**config.mk**
```make
export PLATFORM = sky130hd
export DESIGN_NAME = cstp_front
export DESIGN_NICKNAME = d
export VERILOG_FILES = /design/src/cstp_pkg.sv /design/src/cstp_front.sv
export SDC_FILE = /design/constraint.sdc
export NUM_CORES = 1
export LEC_CHECK = 0
export ABC_AREA = 0
export BUFFER_PORTS_ARGS = -buffer_cell sky130_fd_sc_hd__buf_2
export CAP_MARGIN = 15
export CORE_ASPECT_RATIO = 0.5
export CORE_MARGIN = 2
export CORE_UTILIZATION = 42
export DETAILED_ROUTE_END_ITERATION = 7
export HOLD_SLACK_MARGIN = 0.03
export MAX_ROUTING_LAYER = met4
export PLACE_DENSITY = 0.86
export SYNTH_ARGS = -nofsm -noshare
export SYNTH_HDL_FRONTEND = slang
export SYNTH_SLANG_ARGS = --single-unit
```
**constraint.sdc**
```tcl
create_clock -name clk -period 4 [get_ports clk]
set_input_delay 0.4 -clock clk [delete_from_list [all_inputs] [get_ports clk]]
set_output_delay 0.4 -clock clk [all_outputs]
set_load 0.01 [all_outputs]
```
**src/cstp_pkg.sv**
```systemverilog
package cstp_pkg;

  // field widths fixed by the event and readout formats
  localparam int FUNC_W  = 6;
  localparam int STAMP_W = 32;
  localparam int ACC_W   = 40;
  localparam int ERR_W   = 2;
  localparam int CNT_W   = 7;

  // parameter defaults
  localparam int MAX_FUNCS_DEF   = 64;
  localparam int STACK_DEPTH_DEF = 64;

  // depth of the command queue between front and back
  localparam int CMD_Q_DEPTH = 2;

  // reset value of the function count register
  localparam logic [CNT_W-1:0] NUM_FUNCS_RST = 7'd64;

  // event kinds
  localparam logic OP_START = 1'b0;
  localparam logic OP_END   = 1'b1;

  // sticky error codes
  localparam logic [ERR_W-1:0] ERR_NONE      = 2'd0;
  localparam logic [ERR_W-1:0] ERR_UNDERFLOW = 2'd1;
  localparam logic [ERR_W-1:0] ERR_OVERFLOW  = 2'd2;
  localparam logic [ERR_W-1:0] ERR_BAD_ID    = 2'd3;

  // input transaction
  typedef struct packed {
    logic               op;
    logic [FUNC_W-1:0]  func_id;
    logic [STAMP_W-1:0] stamp;
    logic               final_event;
  } in_item_t;

  // readout transaction
  typedef struct packed {
    logic [FUNC_W-1:0]       out_func;
    logic signed [ACC_W-1:0] excl_time;
    logic [ERR_W-1:0]        err_code;
    logic                    is_last;
  } out_item_t;

  // what the back end does with a classified event
  typedef enum logic [1:0] {
    CMD_NONE,
    CMD_PUSH,
    CMD_POP
  } cmd_kind_t;

  // classified event passed from front to back
  typedef struct packed {
    cmd_kind_t          kind;
    logic [FUNC_W-1:0]  func_id;
    logic [STAMP_W-1:0] stamp;
    logic               final_event;
    logic [ERR_W-1:0]   err;
  } cmd_t;

  // one call stack entry
  typedef struct packed {
    logic [FUNC_W-1:0]  id;
    logic [STAMP_W-1:0] start;
  } frame_t;

  // back end sequencer states
  typedef enum logic [2:0] {
    BK_IDLE,
    BK_POP_TOP,
    BK_ADD,
    BK_SUB_RD,
    BK_SUB,
    BK_OUT_RD,
    BK_OUT_LD,
    BK_OUT_WAIT
  } back_state_t;

endpackage

```
**src/cstp_front.sv**
```systemverilog
module cstp_front
  import cstp_pkg::*;
#(
  parameter int STACK_DEPTH = STACK_DEPTH_DEF
) (
  input  logic             clk,
  input  logic             rst_n,
  input  logic             in_valid,
  output logic             in_ready,
  input  in_item_t         in_data,
  input  logic [CNT_W-1:0] n_funcs,
  input  logic             q_full,
  output logic             q_push,
  output cmd_t             q_cmd
);

  localparam int SPW = $clog2(STACK_DEPTH + 1);

  logic [SPW-1:0]   sp_r, sp_nxt;
  logic [ERR_W-1:0] err_r, err_nxt;
  logic [ERR_W-1:0] code;
  logic             accept;

  assign in_ready = !q_full;
  assign accept   = in_valid && in_ready;
  assign q_push   = accept;

  // classify the event against the stack depth the back end will see
  always_comb begin
    sp_nxt          = sp_r;
    code            = ERR_NONE;
    q_cmd.kind      = CMD_NONE;
    q_cmd.func_id   = in_data.func_id;
    q_cmd.stamp     = in_data.stamp;
    q_cmd.final_event = in_data.final_event;
    if (CNT_W'(in_data.func_id) >= n_funcs) begin
      code = ERR_BAD_ID;
    end else if (in_data.op == OP_START) begin
      if (sp_r == SPW'(STACK_DEPTH)) begin
        code = ERR_OVERFLOW;
      end else begin
        q_cmd.kind = CMD_PUSH;
        sp_nxt     = sp_r + SPW'(1);
      end
    end else begin
      if (sp_r == '0) begin
        code = ERR_UNDERFLOW;
      end else begin
        q_cmd.kind = CMD_POP;
        sp_nxt     = sp_r - SPW'(1);
      end
    end
    // first error sticks
    err_nxt   = (err_r == ERR_NONE) ? code : err_r;
    q_cmd.err = err_nxt;
  end

  always_ff @(posedge clk) begin
    if (!rst_n) begin
      sp_r  <= '0;
      err_r <= ERR_NONE;
    end else if (accept) begin
      sp_r  <= sp_nxt;
      err_r <= err_nxt;
    end
  end

endmodule

```
==> impl_metrics.toml <==
[synth]
yosysWarnings = 0
ys_seq_elements = 9
synth_nets = 208
avgSynthCellArea_sq_um = 8.059
async_flop_share_pct = 0
netlist_area_sq_mm = 0.001169
synth-edff-count = 0
netlist.area_leader.share_pct = 25.05
synthFlopType = "dfxtp_1"
ys_seq_area_share_pct = 15.42
yosysTopAreaCell = "buf_4"
synth.distinct_cells = 32
synthTopCellsByArea = "buf_4, dfxtp_1, ha_1"
synth_cells = 145

[sta]
slew_headroom_pct = 66.97
skew_ns = 0.0003671
min_period_ns = 2.416
fin_crit_sh_pct = 60.39
setup_tns_ns = 0
hold_violations = 0
fmax_mhz = 414.0
finalSetupViolations = 0
slew_viol_final = 0
worst_pin_slew_ns = 0.4939
rsz0062_at_grt = "no"

[final_layout]
design_area_sq_mm = 0.001114
drive_above_1_share_pct = 29.50
post-route-util_pct = 42.52
num_antenna_cells = 0
fill_cells = 249
area_delta_synth_final_pct = -4.711
layout.nets = 203

[floorplan]
die-area_sq_mm = 0.003246
initial_utilization_pct = 44.62
pin_count = 96
die_h_um = 41.30
num_rows = 13
die_w_um = 78.60
core_sq_mm = 0.002619

[detailed_routing]
wl_per_cell_um = 13.92
drc = 0
vias_per_cell = 5.119
vias = 901
drtIter0Drc = 33
drtAntennaViolNets = 0
totalWireLength_mm = 2.450
dr.pass1.iters = 4

[worst_setup_path]
cp.required_ns = 3.60
setup.worst_path.end_class = "output port"
cp.arrival_ns = 2.02
path_max_fanout = 6
startpoint_type = "input pin"
crit_type = "input pin to output port"

[power]
leakage_nw = 0.5301
p_int_uw = 234.0
p_sw_share_pct = 34.36
sequentialPowerShare_pct = 30.6
peakVddDrop_mv = 0.09979
switchingPower_uw = 122.5
power_frac_comb_pct = 39.1
p_per_area_mw_per_mm2 = 320.1
pwr-share-clk_pct = 30.3

[place]
io_buffers = 29
dpl_cell_area_sq_mm = 0.001067
dp_hpwl_mm = 2.030
gp_congestion = 0.7665

[global_routing]
grt_start_max_net_pins = 13
met1_usage_pct = 15.06
grt_pass1_wl_mm = 3.450
top_usage_layer = "met2"
grt_util_met3_pct = 6.250
grt_pass1_vias = 764
grt_usage_pct = 14.35
grt_remaining_overflow = 0
grt_use_met2_pct = 26.28
antenna_found_initial = 0

[cts]
clkTransAtPathRegs_ns = 0.05
htreeDepth = 1
cts_resized = 0
postCtsSetupBuffers = 0
cts_buffers = 3
cts_hold_buf = 0
cts.sinks = 9
cts_root_buf = "clkbuf_8"
cts_buffer_depth = 2
clock_insertion_delay_worst_skew_ns = 0.24
cts_tree = "yes"

[worst_hold_path]
hold_class = "input pin to flop"

[status]
status = "finished, final reports clean"

[flow_run]
drv_cap = 0
metal layers:
metal  vias to the layer above  part of all wire [%]
met3                         7                    11
met1                       398                    38
li1                        447                     -
met4                         0                   1.5
met2                        49                    50
met5                         -                     0
cells in the final DEF, fill, tap and decap left out, types with 4 or more instances in the layout:
cell type / instances
buf_2: 29
inv_1: 14
ha_1: 11
nor2_1: 9
dfxtp_1: 9
a21oi_1: 8
mux2i_1: 5
nor2b_1: 4
nand2_1: 4
o21ai_0: 4
sequential cells by signal, summed over array words and instances (netlist names):
signal	cells
err_r	2
sp_r	7
path summary, 6_finish.rpt:
check	from	end	slack (ns)	cells past startpoint
setup / recovery	in_data[38]	q_cmd[0]	1.58	8
hold / removal	rst_n	err_r[0]	0.44	2
setup reg to reg	sp_r[0]	sp_r[6]	2.12	7
hold reg to reg	err_r[0]	err_r[0]	0.52	1
through the flow:
step | hold slack [ns] | setup slack [ns] | total power [mW] | std cells
final | 0.4394 | 1.584 | 0.3565 | 176
after global routing | 0.4424 | 1.443 | 0.3793 | 176
after CTS | 0.4373 | 1.620 | 0.3571 | 176
after detailed placement | 0.5067 | 1.628 | 0.2488 | 172
after global placement | 0.4825 | 1.658 | 0.2418 | 172
after floorplan | 0.4635 | 1.982 | 0.2465 | 145
critical path, stage by stage:
cell and delay (ns):
buf_2 0.11, ha_1 0.31, a21oi_1 0.15, a21oi_1 0.13, a21oi_1 0.39, a21oi_1 0.11, or2_2 0.28, buf_2 0.14
power groups by stage:
stage | logic, mW | clock network (mW) | registers (mW)
floorplan | 0.139 | 0 | 0.107
global placement | 0.132 | 0 | 0.109
global route | 0.157 | 0.112 | 0.110
CTS | 0.139 | 0.109 | 0.109
finish | 0.139 | 0.108 | 0.109
detailed placement | 0.138 | 0 | 0.111
synth_stat cells (2+ instances only):
library cell  instances
a21oi_1               8
inv_1                14
nand2_1               4
a2111oi_0             2
nand3_1               3
nor3b_1               2
o21ai_0               4
nand2b_1              3
ha_1                 11
and3_1                2
mux2i_1               5
or2_2                 2
o21a_1                3
buf_4                39
nor2_1                9
dfxtp_1               9
a211oi_1              3
nor2b_1               4
o21ai_1               3
xnor2_1               3
layout make-up:
cell class	count	area [sq um]	area share [%]
multi-input combinational	83	643.1	57.75
inverter	14	52.55	4.719
clock buffer	3	41.29	3.708
tap	37	46.29	4.157
clock inverter	1	5.005	0.4494
timing repair buffer	29	145.1	13.03
sequential	9	180.2	16.18
cells by family after synthesis:
group / share of synthesized area [%]
adders and majority gates: 13.49
buffers and inverters: 29.55
DFF: 15.42
xor gates and xnor gates: 2.249
and+or+nand+nor: 16.49
muxes: 5.246
AOI/OAI and AO/OA: 17.56
(Power assumes the default switching activity.)
