### src/cstp_pkg.sv
package cstp_pkg;

  // field widths fixed by the event and readout formats
  localparam int FUNC_W  = 6;
  localparam int STAMP_W = 32;
  localparam int ACC_W   = 40;
  localparam int ERR_W   = 2;
  localparam int CNT_W   = 7;

  // parameter defaults
  localparam int MAX_FUNCS_DEF   = 64;
  localparam int STACK_DEPTH_DEF = 64;

  // depth of the command queue between front and back
  localparam int CMD_Q_DEPTH = 2;

  // reset value of the function count register
  localparam logic [CNT_W-1:0] NUM_FUNCS_RST = 7'd64;

  // event kinds
  localparam logic OP_START = 1'b0;
  localparam logic OP_END   = 1'b1;

  // sticky error codes
  localparam logic [ERR_W-1:0] ERR_NONE      = 2'd0;
  localparam logic [ERR_W-1:0] ERR_UNDERFLOW = 2'd1;
  localparam logic [ERR_W-1:0] ERR_OVERFLOW  = 2'd2;
  localparam logic [ERR_W-1:0] ERR_BAD_ID    = 2'd3;

  // input transaction
  typedef struct packed {
    logic               op;
    logic [FUNC_W-1:0]  func_id;
    logic [STAMP_W-1:0] stamp;
    logic               final_event;
  } in_item_t;

  // readout transaction
  typedef struct packed {
    logic [FUNC_W-1:0]       out_func;
    logic signed [ACC_W-1:0] excl_time;
    logic [ERR_W-1:0]        err_code;
    logic                    is_last;
  } out_item_t;

  // what the back end does with a classified event
  typedef enum logic [1:0] {
    CMD_NONE,
    CMD_PUSH,
    CMD_POP
  } cmd_kind_t;

  // classified event passed from front to back
  typedef struct packed {
    cmd_kind_t          kind;
    logic [FUNC_W-1:0]  func_id;
    logic [STAMP_W-1:0] stamp;
    logic               final_event;
    logic [ERR_W-1:0]   err;
  } cmd_t;

  // one call stack entry
  typedef struct packed {
    logic [FUNC_W-1:0]  id;
    logic [STAMP_W-1:0] start;
  } frame_t;

  // back end sequencer states
  typedef enum logic [2:0] {
    BK_IDLE,
    BK_POP_TOP,
    BK_ADD,
    BK_SUB_RD,
    BK_SUB,
    BK_OUT_RD,
    BK_OUT_LD,
    BK_OUT_WAIT
  } back_state_t;

endpackage

### src/cstp_fifo.sv
module cstp_fifo
  import cstp_pkg::*;
(
  input  logic clk,
  input  logic rst_n,
  input  logic push,
  input  cmd_t push_data,
  output logic full,
  input  logic pop,
  output logic not_empty,
  output cmd_t head
);

  localparam int PW = (CMD_Q_DEPTH > 1) ? $clog2(CMD_Q_DEPTH) : 1;
  localparam int CW = $clog2(CMD_Q_DEPTH + 1);

  cmd_t           slot_r [CMD_Q_DEPTH];
  logic [PW-1:0]  wr_ptr_r, wr_ptr_nxt;
  logic [PW-1:0]  rd_ptr_r, rd_ptr_nxt;
  logic [CW-1:0]  cnt_r, cnt_nxt;

  assign full      = (cnt_r == CW'(CMD_Q_DEPTH));
  assign not_empty = (cnt_r != '0);
  assign head      = slot_r[rd_ptr_r];

  // pointer wrap and occupancy
  always_comb begin
    wr_ptr_nxt = wr_ptr_r;
    rd_ptr_nxt = rd_ptr_r;
    cnt_nxt    = cnt_r;
    if (push) begin
      wr_ptr_nxt = (wr_ptr_r == PW'(CMD_Q_DEPTH - 1)) ? '0 : wr_ptr_r + PW'(1);
    end
    if (pop) begin
      rd_ptr_nxt = (rd_ptr_r == PW'(CMD_Q_DEPTH - 1)) ? '0 : rd_ptr_r + PW'(1);
    end
    if (push && !pop) begin
      cnt_nxt = cnt_r + CW'(1);
    end else if (pop && !push) begin
      cnt_nxt = cnt_r - CW'(1);
    end
  end

  always_ff @(posedge clk) begin
    if (!rst_n) begin
      wr_ptr_r <= '0;
      rd_ptr_r <= '0;
      cnt_r    <= '0;
    end else begin
      wr_ptr_r <= wr_ptr_nxt;
      rd_ptr_r <= rd_ptr_nxt;
      cnt_r    <= cnt_nxt;
    end
  end

  // storage
  always_ff @(posedge clk) begin
    if (push) begin
      slot_r[wr_ptr_r] <= push_data;
    end
  end

endmodule

### config.mk
export PLATFORM = sky130hd
export DESIGN_NAME = cstp_fifo
export DESIGN_NICKNAME = d
export VERILOG_FILES = /design/src/cstp_pkg.sv /design/src/cstp_fifo.sv
export SDC_FILE = /design/constraint.sdc
export NUM_CORES = 1
export LEC_CHECK = 0
export BUFFER_PORTS_ARGS = -buffer_cell sky130_fd_sc_hd__buf_4
export CORE_MARGIN = 5
export CORE_UTILIZATION = 51
export DETAILED_ROUTE_END_ITERATION = 8
export GPL_TIMING_DRIVEN = 0
export PLACE_DENSITY = 0.78
export SKIP_LAST_GASP = 1
export SLEW_MARGIN = 20
export SYNTH_ARGS = -nofsm -noshare
export SYNTH_HDL_FRONTEND = slang
export SYNTH_SLANG_ARGS = --single-unit
export TNS_END_PERCENT = 10
### constraint.sdc
create_clock -name clk -period 3.5 [get_ports clk]
set_input_delay 0.35 -clock clk [delete_from_list [all_inputs] [get_ports clk]]
set_output_delay 0.35 -clock clk [all_outputs]
set_load 0.1 [all_outputs]
==> flow_summary_export.csv, run 1 <==
group,metric,value,unit
outcome,status,"complete, no violations",
setup_path,critPathKind,"reg -> out",
floorplan,die_width,90.72,um
global_route,grt_max_degree,27,
setup_path,crit_chain,"buf_2 -> buf_4 -> mux2_2 -> buf_4",
setup_path,rr_startpoint,"wr_ptr_r$_SDFFE_PN0P_",
logic_synthesis,synth_top_cell_area_share,0.7771,
placed_design,dp_hpwl,4122,um
setup_path,worstSetupStartpointType,"flop",
placed_design,gp_congestion,0.7127,
power,p_leak,1.640,nW
hold_path,worstHoldStart,"push_data[26]",
final_layout,ff_latch_area,0.002683,mm2
sta,relSlewSlack,0.5060,
logic_synthesis,synth_area_leaders,"edfxtp_1, mux2_2, dfxtp_1",
logic_synthesis,syn_avg_cell_area,21.30,um2
placed_design,portBuffers,91,
cts,cts_buffer_depth,2,
setup_path,cp_max_fo,10,
setup_path,crit_slowest_cell,"mux2_2",
drt,via_count,1702,
global_route,antenna_found_initial,0,
logic_synthesis,seq_area_frac_synth,0.8072,
final_layout,multi_input_area,610.6,um2
drt,ant_nets,0,
drt,dr.pass1.iters,4,
logic_synthesis,synth_largest_area_cell,"edfxtp_1",
cts,numCtsBuffers,9,
sta,finalHoldViolCount,0,
drt,via_per_inst,4.977,
power,max-vdd-ir-drop,341.6,uV
final_layout,fillers,437,
cts,path_clk_slew,90,ps
setup_path,rrSetupSlack,1990,ps
job,cap_violations,0,
cts,post_cts_buffers,0,
setup_path,r2r_end,"slot_r[0][32]$_DFFE_PP_",
cts,hold_buffers,0,
drt,drcViolationCount,0,
sta,rsz0062_at_grt,"false",
final_layout,drive_above_1_share,0.6000,
global_route,track_usage,0.1463,
drt,wl,5841,um
final_layout,layout_common_cells,"buf_4, edfxtp_1, mux2_2",
global_route,grt_pass1_wl,9287,um
sta,setup_viol,0,
floorplan,fp.dieH,90.72,um
cts,cts_root_buffer,"clkbuf_8",
cts,htreeDepth,3,
logic_synthesis,ys_warn_count,0,
drt,wire_per_inst,17.08,um
final_layout,layout_commonest_cell,"buf_4",
floorplan,io_pins,92,
hold_path,hold_path_class,"in -> reg",
setup_path,r2r_cells,2,
logic_synthesis,ys_types,17,
floorplan,die-area,0.008230,mm2
global_route,grt_pass1_vias,1900,
drt,first_iter_violations,92,
logic_synthesis,synth_nets,204,
logic_synthesis,ys_seq_elements,91,
cts,numClockSinks,91,
sta,drv_slew,0,
setup_path,cpPeakStageDelay,360,ps
floorplan,core-area,0.006350,mm2
final_layout,synthToLayoutAreaGrowth,30.23,%
cts,tritoncts,"done",
floorplan,start_util,0.5233,
sta,fin_crit,1985,ps
sta,fmax,503.7,MHz
cts,cts.repair.resized,0,
logic_synthesis,postSynthCellCount,156,
sta,fin_crit_sh,0.5672,
setup_path,critPathRequiredTime,3150,ps
setup_path,cpMostUsedCell,"buf_4",
hold_path,hold_end,"slot_r[0][26]$_DFFE_PP_",
sta,worst_pin_slew,739.4,ps
global_route,gr-total-overflow,0,
setup_path,cp.arrival,1640,ps
floorplan,rows,29,
final_layout,antenna_cells,0,
final_layout,final_core_util,0.6816,
logic_synthesis,syn_area,0.003323,mm2
sta,skew,6.581,ps
sta,fin_hold_ws,181.6,ps
setup_path,cp-end-kind,"output pin",
final_layout,final_nets,308,
cts,clk_latency,350,ps
hold_path,hold_depth,1,
power,powerDensity,591.3,mW/mm2
Yosys cell counts:
| cell type | number |
|---|---|
| or3_1 | 1 |
| dfxtp_1 | 5 |
| ha_1 | 1 |
| and2b_2 | 1 |
| edfxtp_1 | 86 |
| or2_2 | 1 |
| o21a_1 | 1 |
| a21boi_1 | 1 |
| nor2b_1 | 2 |
| and2_1 | 4 |
| xnor2_1 | 1 |
| xor2_1 | 2 |
| o21ai_0 | 1 |
| buf_2 | 1 |
| buf_4 | 4 |
| mux2_2 | 43 |
| inv_1 | 1 |
how the worst max path moves through the flow:
stage / cells after the start / endpoint
floorplan: 1 / slot_r[0][0]$_DFFE_PP_
global placement: 2 / slot_r[0][39]$_DFFE_PP_
detailed placement: 3 / slot_r[0][35]$_DFFE_PP_
CTS: 4 / head[41]
global route: 4 / head[30]
finish: 4 / head[0]
per-stage QoR:
| step | cells | setup TNS, ps | instance area (um2) | power [mW] | setup slack (ps) |
|---|---|---|---|---|---|
| floorplan | 156 | 0 | 3323 | 1.823 | 751.9 |
| global placement | 324 | -20750 | 4103 | 1.971 | -474.4 |
| detailed placement | 326 | 0 | 4159 | 1.987 | 1803 |
| CTS | 342 | 0 | 4328 | 2.592 | 1472 |
| global route | 342 | 0 | 4328 | 2.658 | 1385 |
| finish | 342 | 0 | 4328 | 2.559 | 1515 |
critical path: cells and delay by family, from the launching register on:
kind / cells / cell delay [ps]
multiplexers: 1 / 360
flip-flops: 1 / 310
buffers and inverters: 3 / 610
routing by layer:
metal / share of wire / GRT usage / vias up
met1: 0.37 / 0.1591 / 833
met2: 0.55 / 0.2585 / 45
met3: 0.062 / 0.04750 / 10
li1: - / - / 814
met4: 0.018 / 0.06328 / 0
met5: 0 / 0 / -
area by class of cell:
cell class | count | area share
flip-flops and latches | 91 | 0.6198
repair buffers | 93 | 0.1688
multi-input cells | 59 | 0.1411
clock buffers | 9 | 0.02862
well taps | 77 | 0.02226
clock inverters | 7 | 0.01041
plain buffers | 5 | 0.008095
inverters | 1 | 0.0008673
sequential cells by signal, summed over array words and instances, names as in the netlist, named ones only:
signal / count
wr_ptr_r: 1
rd_ptr_r: 1
cnt_r: 2
slot_r: 86
power by group:
part | switching [mW] | leakage (nW) | internal, mW
Combinational | 0.507 | 0.711 | 0.178
Clock | 0.351 | 0.0803 | 0.254
Sequential | 0.0152 | 0.849 | 1.25
Total | 0.873 | 1.64 | 1.69
cells by family after synthesis:
logic type | share of synthesized area
simple gates | 0.01770
flops | 0.8072
mux | 0.1457
xor+xnor | 0.007908
compound gates | 0.006024
buf+inv | 0.01167
fa+ha+maj | 0.003764
Note: power is estimated with default switching activity, not from simulation.
==> run 2, diff against run 1 <==
ABC_AREA = 1   (was unset)
CORE_UTILIZATION = 52   (was 51)
PLACE_DENSITY = 0.79   (was 0.78)
clock period = 1.9 ns   (was 3.5 ns; I/O delays follow)
==> run 2 against run 1 <==
Flip-flop and latch count did not move. Combinational power rose by 77%. Setup slack got worse by 1300 ps. Clock skew rose by 3.0 ps. Critical path type unchanged.
==> flow_summary_export.csv, run 2 <==
group,metric,value,unit
outcome,status,"complete, no violations",
sta,drv_slew,0,
logic_synthesis,syn_area,0.003536,mm2
drt,wire_per_inst,17.16,um
logic_synthesis,synth_edf_count,86,
setup_path,crit_chain,"buf_6 -> buf_12 -> mux2_4 -> buf_4",
cts,numClockSinks,91,
logic_synthesis,synth_top_cell_area_share,0.7304,
logic_synthesis,ys_warn_count,0,
logic_synthesis,synth_largest_area_cell,"edfxtp_1",
sta,setup_viol,0,
logic_synthesis,ys_types,14,
cts,tritoncts,"done",
sta,fin_hold_ws,28.38,ps
logic_synthesis,synthSimpleGateAreaFrac,0.02123,
power,max-vdd-ir-drop,523.0,uV
job,cap_violations,0,
logic_synthesis,seq_area_frac_synth,0.7587,
sta,worst_pin_slew,415.5,ps
logic_synthesis,ys_seq_elements,91,
setup_path,critPathRequiredTime,1710,ps
setup_path,cp_max_fo,10,
logic_synthesis,syn_avg_cell_area,20.92,um2
sta,rsz0062_at_grt,"false",
hold_path,hold_path_class,"in -> reg",
global_route,gr-total-overflow,0,
logic_synthesis,synthAdderAreaFrac,0.003539,
setup_path,worstSetupStartpointType,"flop",
logic_synthesis,synth_xor_area_frac,0,
cts,cts.repair.resized,0,
drt,dr.pass1.iters,4,
final_layout,layout_common_cells,"buf_4, edfxtp_1, mux2_4",
logic_synthesis,yosys-mux-area-fraction,0.1794,
logic_synthesis,synth_nets,217,
floorplan,rows,30,
logic_synthesis,synth.most_common_cell,"edfxtp_1",
cts,cts_buffer_depth,2,
sta,finalHoldViolCount,0,
placed_design,portBuffers,91,
final_layout,layout_commonest_cell,"buf_4",
cts,hold_buffers,0,
cts,post_cts_buffers,0,
final_layout,antenna_cells,0,
global_route,track_usage,0.1509,
final_layout,drive_above_1_share,0.5627,
sta,fin_crit_sh,0.9075,
setup_path,crit_slowest_cell,"dfxtp_1",
logic_synthesis,synth_area_leaders,"edfxtp_1, mux2_4, dfxtp_1",
floorplan,die_width,92.46,um
floorplan,fp.dieH,92.46,um
logic_synthesis,async_reset_ff_frac,0,
logic_synthesis,ys.flop_type,"edfxtp_1",
final_layout,final_nets,322,
drt,ant_nets,0,
cts,cts_root_buffer,"clkbuf_8",
floorplan,start_util,0.5263,
setup_path,cp.arrival,1530,ps
cts,clk_latency,340,ps
floorplan,core-area,0.006719,mm2
sta,skew,9.601,ps
global_route,grt_max_degree,28,
setup_path,cp_top_family,"buffers and inverters",
cts,path_clk_slew,80,ps
drt,wl,6159,um
setup_path,critPathKind,"reg -> out",
drt,via_count,1770,
global_route,antenna_found_initial,0,
placed_design,gp_congestion,0.7027,
final_layout,top_register,"slot_r",
placed_design,dp_hpwl,4363,um
final_layout,design_area,0.004611,mm2
setup_path,worst-path-buf-inv,3,
logic_synthesis,yosys-top-cells-count,"edfxtp_1, mux2_4, nand2_1, inv_1, nor2_1",
placed_design,place_area,0.004402,mm2
sta,fmax,580.0,MHz
logic_synthesis,synth_top_family_by_area,"multiplexers",
global_route,grt_pass1_wl,9735,um
power,powerDensity,1063,mW/mm2
power,p_leak,1.874,nW
sta,fin_crit,1724,ps
logic_synthesis,synth_compound_area_frac,0.002831,
cts,htreeDepth,3,
global_route,grt_pass1_vias,1949,
final_layout,largest_reg_flops,86,
setup_path,cpPeakStageDelay,330,ps
sta,relSlewSlack,0.7226,
drt,via_per_inst,4.930,
drt,first_iter_violations,51,
logic_synthesis,postSynthCellCount,169,
floorplan,io_pins,92,
drt,drcViolationCount,0,
final_layout,reg_top3,"slot_r x86, cnt_r x2",
floorplan,die-area,0.008549,mm2
cts,numCtsBuffers,9,
final_layout,synthToLayoutAreaGrowth,30.40,%
setup_path,cp-end-kind,"output pin",
[run 2: cell types whose count changed in the layout (fill, tap and decap cells not counted), sizes merged, moves of 2 or more]
cell	change
xor2	-2
clkinvlp	-2
nand2	+9
clkbuf	+2
nor2b	-2
clkinv	-2
inv	+7
and2	-4
nor2	+8
bufinv	+2
[run 2: area by class of cell]
cell class / count / area, um2
fill: 456 / 2108
timing repair buffer: 94 / 758.2
clock buffer: 11 / 131.4
multi-input combinational: 65 / 739.5
inverter: 8 / 30.03
sequential: 91 / 2683
buffer: 5 / 91.34
tap: 80 / 100.1
clock inverter: 5 / 77.57
[run 2: cell families (layout without fill, tap and decap cells)]
family | after synthesis | in the layout
flip-flops | 91 | 91
multiplexers | 43 | 43
AND/OR/NAND/NOR | 19 | 19
buffers and inverters | 13 | 123
AO/OA/AOI/OAI | 2 | 2
adder cells (fa/ha/maj) | 1 | 1
[run 2: worst paths after layout]
path,startpoint,endpoint,slack [ps],cells past startpoint
worst max-delay path,flop,head[34],180,4
worst min-delay path,push_data[32],slot_r[1][32]$_DFFE_PP_,30,1
worst max register to register,wr_ptr_r$_SDFFE_PN0P_,slot_r[1][11]$_DFFE_PP_,490,3
worst min register to register,rd_ptr_r$_SDFFE_PN0P_,flop,500,2
[run 2: report_power, final]
group,internal (mW),switching [mW]
Clock,0.738,0.611
Sequential,2.31,0.0300
Combinational,0.356,0.857
[run 2: per-stage QoR]
step                      utilization  cells  power (mW)  TNS [ps]  setup slack [ps]
after floorplan                     -    169       3.320         0             32.29
after detailed placement       0.6551    343       3.609         0             491.7
final                          0.6862    359       4.903         0             175.7
after global placement         0.6432    340       3.564    -35830            -593.4
after global routing           0.6862    359       5.073         0             110.9
after CTS                      0.6862    359       4.958         0             145.8
[run 2: layer usage]
| metal | vias up | part of all wire | GRT usage |
|---|---|---|---|
| met3 | 9 | 0.056 | 0.03899 |
| met4 | 0 | 0.015 | 0.07054 |
| met2 | 56 | 0.52 | 0.2628 |
| met1 | 860 | 0.41 | 0.1735 |
| li1 | 845 | - | - |
| met5 | - | 0 | 0 |
==> run 3, diff against run 2 <==
CTS_BUF_LIST = sky130_fd_sc_hd__clkbuf_16   (was unset)
==> run 3 against run 2 <==
Clock-buffer cell count fell by 2. Register-to-register slack barely moved. Total power is 9.3% higher. Critical path depth unchanged. Final cell count unchanged. First-iteration DRC count grew 5.9%.
==> flow_summary_export.csv, run 3 (synthesized netlist as in run 2, its figures left out) <==
group,metric,value,unit
global_route,grt_max_degree,28,
drt,wl_met2,3279,um
setup_path,crit_chain,"buf_6 -> buf_12 -> mux2_4 -> buf_4",
sta,rsz0062_at_grt,"false",
sta,worst_pin_slew,425.3,ps
cts,numClockSinks,91,
cts,tritoncts,"done",
setup_path,critPathRequiredTime,1710,ps
cts,cts.repair.resized,0,
global_route,track_usage,0.1486,
power,seqPwrFrac,0.438,
setup_path,critPathKind,"reg -> out",
sta,fin_crit,1699,ps
cts,clk_latency,320,ps
power,p_leak,1.928,nW
floorplan,die_width,92.46,um
final_layout,largest_reg_flops,86,
drt,ant_nets,0,
drt,highest_layer,"met4",
setup_path,cpPeakStageDelay,320,ps
global_route,grt_pass1_wl,9666,um
setup_path,worstSetupStartpointType,"flop",
setup_path,cp.arrival,1510,ps
final_layout,reg_top3,"slot_r x86, cnt_r x2",
cts,cts_root_buffer,"clkbuf_16",
sta,drv_slew,0,
cts,cts_buffer_depth,2,
floorplan,start_util,0.5263,
placed_design,dp.cells,343,
floorplan,fp.dieH,92.46,um
floorplan,rows,30,
drt,route.met3.wl,357,um
global_route,antenna_found_initial,0,
floorplan,die-area,0.008549,mm2
power,comb_power_share,0.226,
final_layout,design_area,0.004712,mm2
setup_path,cp_max_fo,10,
final_layout,final_core_util,0.7013,
setup_path,cp-end-kind,"output pin",
final_layout,final_cells,359,
placed_design,dp_hpwl,4363,um
final_layout,top_register,"slot_r",
floorplan,io_pins,92,
outcome,status,"complete, no violations",
sta,finalHoldViolCount,0,
power,powerDensity,1137,mW/mm2
sta,setup_viol,0,
final_layout,drive_above_1_share,0.5627,
power,p_sw_frac,0.2894,
cts,htreeDepth,3,
power,clkPwrFrac,0.336,
placed_design,portBuffers,91,
placed_design,gp_congestion,0.7027,
sta,fin_crit_sh,0.8944,
sta,fmax,588.5,MHz
power,internal_power,3.808,mW
final_layout,layout_commonest_cell,"buf_4",
cts,hold_buffers,0,
drt,m1WireLength,2356,um
global_route,grt_pass1_vias,1957,
cts,numCtsBuffers,9,
drt,first_iter_violations,54,
sta,relSlewSlack,0.7161,
setup_path,crit_slowest_cell,"dfxtp_1",
hold_path,hold_path_class,"in -> reg",
final_layout,synthToLayoutAreaGrowth,33.26,%
drt,dr.pass1.iters,4,
final_layout,antenna_cells,0,
cts,post_cts_buffers,0,
drt,via_count,1775,
cts,path_clk_slew,60,ps
power,max-vdd-ir-drop,643.2,uV
floorplan,core-area,0.006719,mm2
power,p_sw,1.551,mW
drt,wl,6061,um
placed_design,place_area,0.004402,mm2
job,cap_violations,0,
drt,via_per_inst,4.944,
final_layout,layout_common_cells,"buf_4, edfxtp_1, mux2_4",
drt,drcViolationCount,0,
final_layout,final_nets,322,
sta,skew,4.625,ps
global_route,gr-total-overflow,0,
drt,wire_per_inst,16.88,um
-- run 3: per-layer routing --
layer	vias up	GRT usage
met5	-	0
met4	0	0.06683
met3	6	0.03656
met2	61	0.2628
met1	857	0.1694
li1	851	-
-- run 3: path summary, 6_finish.rpt --
check | startpoint | to | slack [ps] | cells after the start
setup / recovery | flop | head[42] | 200 | 4
hold reg to reg | rd_ptr_r$_SDFFE_PN0P_ | flop | 500 | 2
setup reg to reg | wr_ptr_r$_SDFFE_PN0P_ | slot_r[1][41]$_DFFE_PP_ | 490 | 3
hold / removal | push_data[32] | slot_r[1][32]$_DFFE_PP_ | 50 | 1
-- run 3: layout make-up --
type / count / area (um2)
multi-input cells: 65 / 739.5
clock buffers: 9 / 225.2
clock inverters: 7 / 85.08
inverters: 8 / 30.03
fillers: 450 / 2007
well taps: 80 / 100.1
plain buffers: 5 / 91.34
flip-flops and latches: 91 / 2683
repair buffers: 94 / 758.2
-- run 3: power by group through the flow --
stage	Combinational [mW]	Sequential [mW]	Clock, mW
floorplan	0.938	2.38	0
global placement	1.18	2.39	0
detailed placement	1.22	2.39	0
CTS	1.22	2.35	1.85
global route	1.25	2.35	1.94
finish	1.21	2.35	1.80
-- run 3: worst max-delay path, delay by kind of cell, from the launching register on --
kind | cells | cell delay (ps)
buf+inv | 3 | 550
flops | 1 | 320
mux | 1 | 310
-- run 3: metrics by stage --
step	total power [mW]	worst slack, ps	setup TNS (ps)	hold slack [ps]
after global placement	3.564	-593.4	-35830	375.1
after floorplan	3.320	32.29	0	288.9
after detailed placement	3.609	491.7	0	377.5
final	5.359	200.7	0	46.86
after global routing	5.540	141.6	0	34.33
after CTS	5.414	176.8	0	34.54
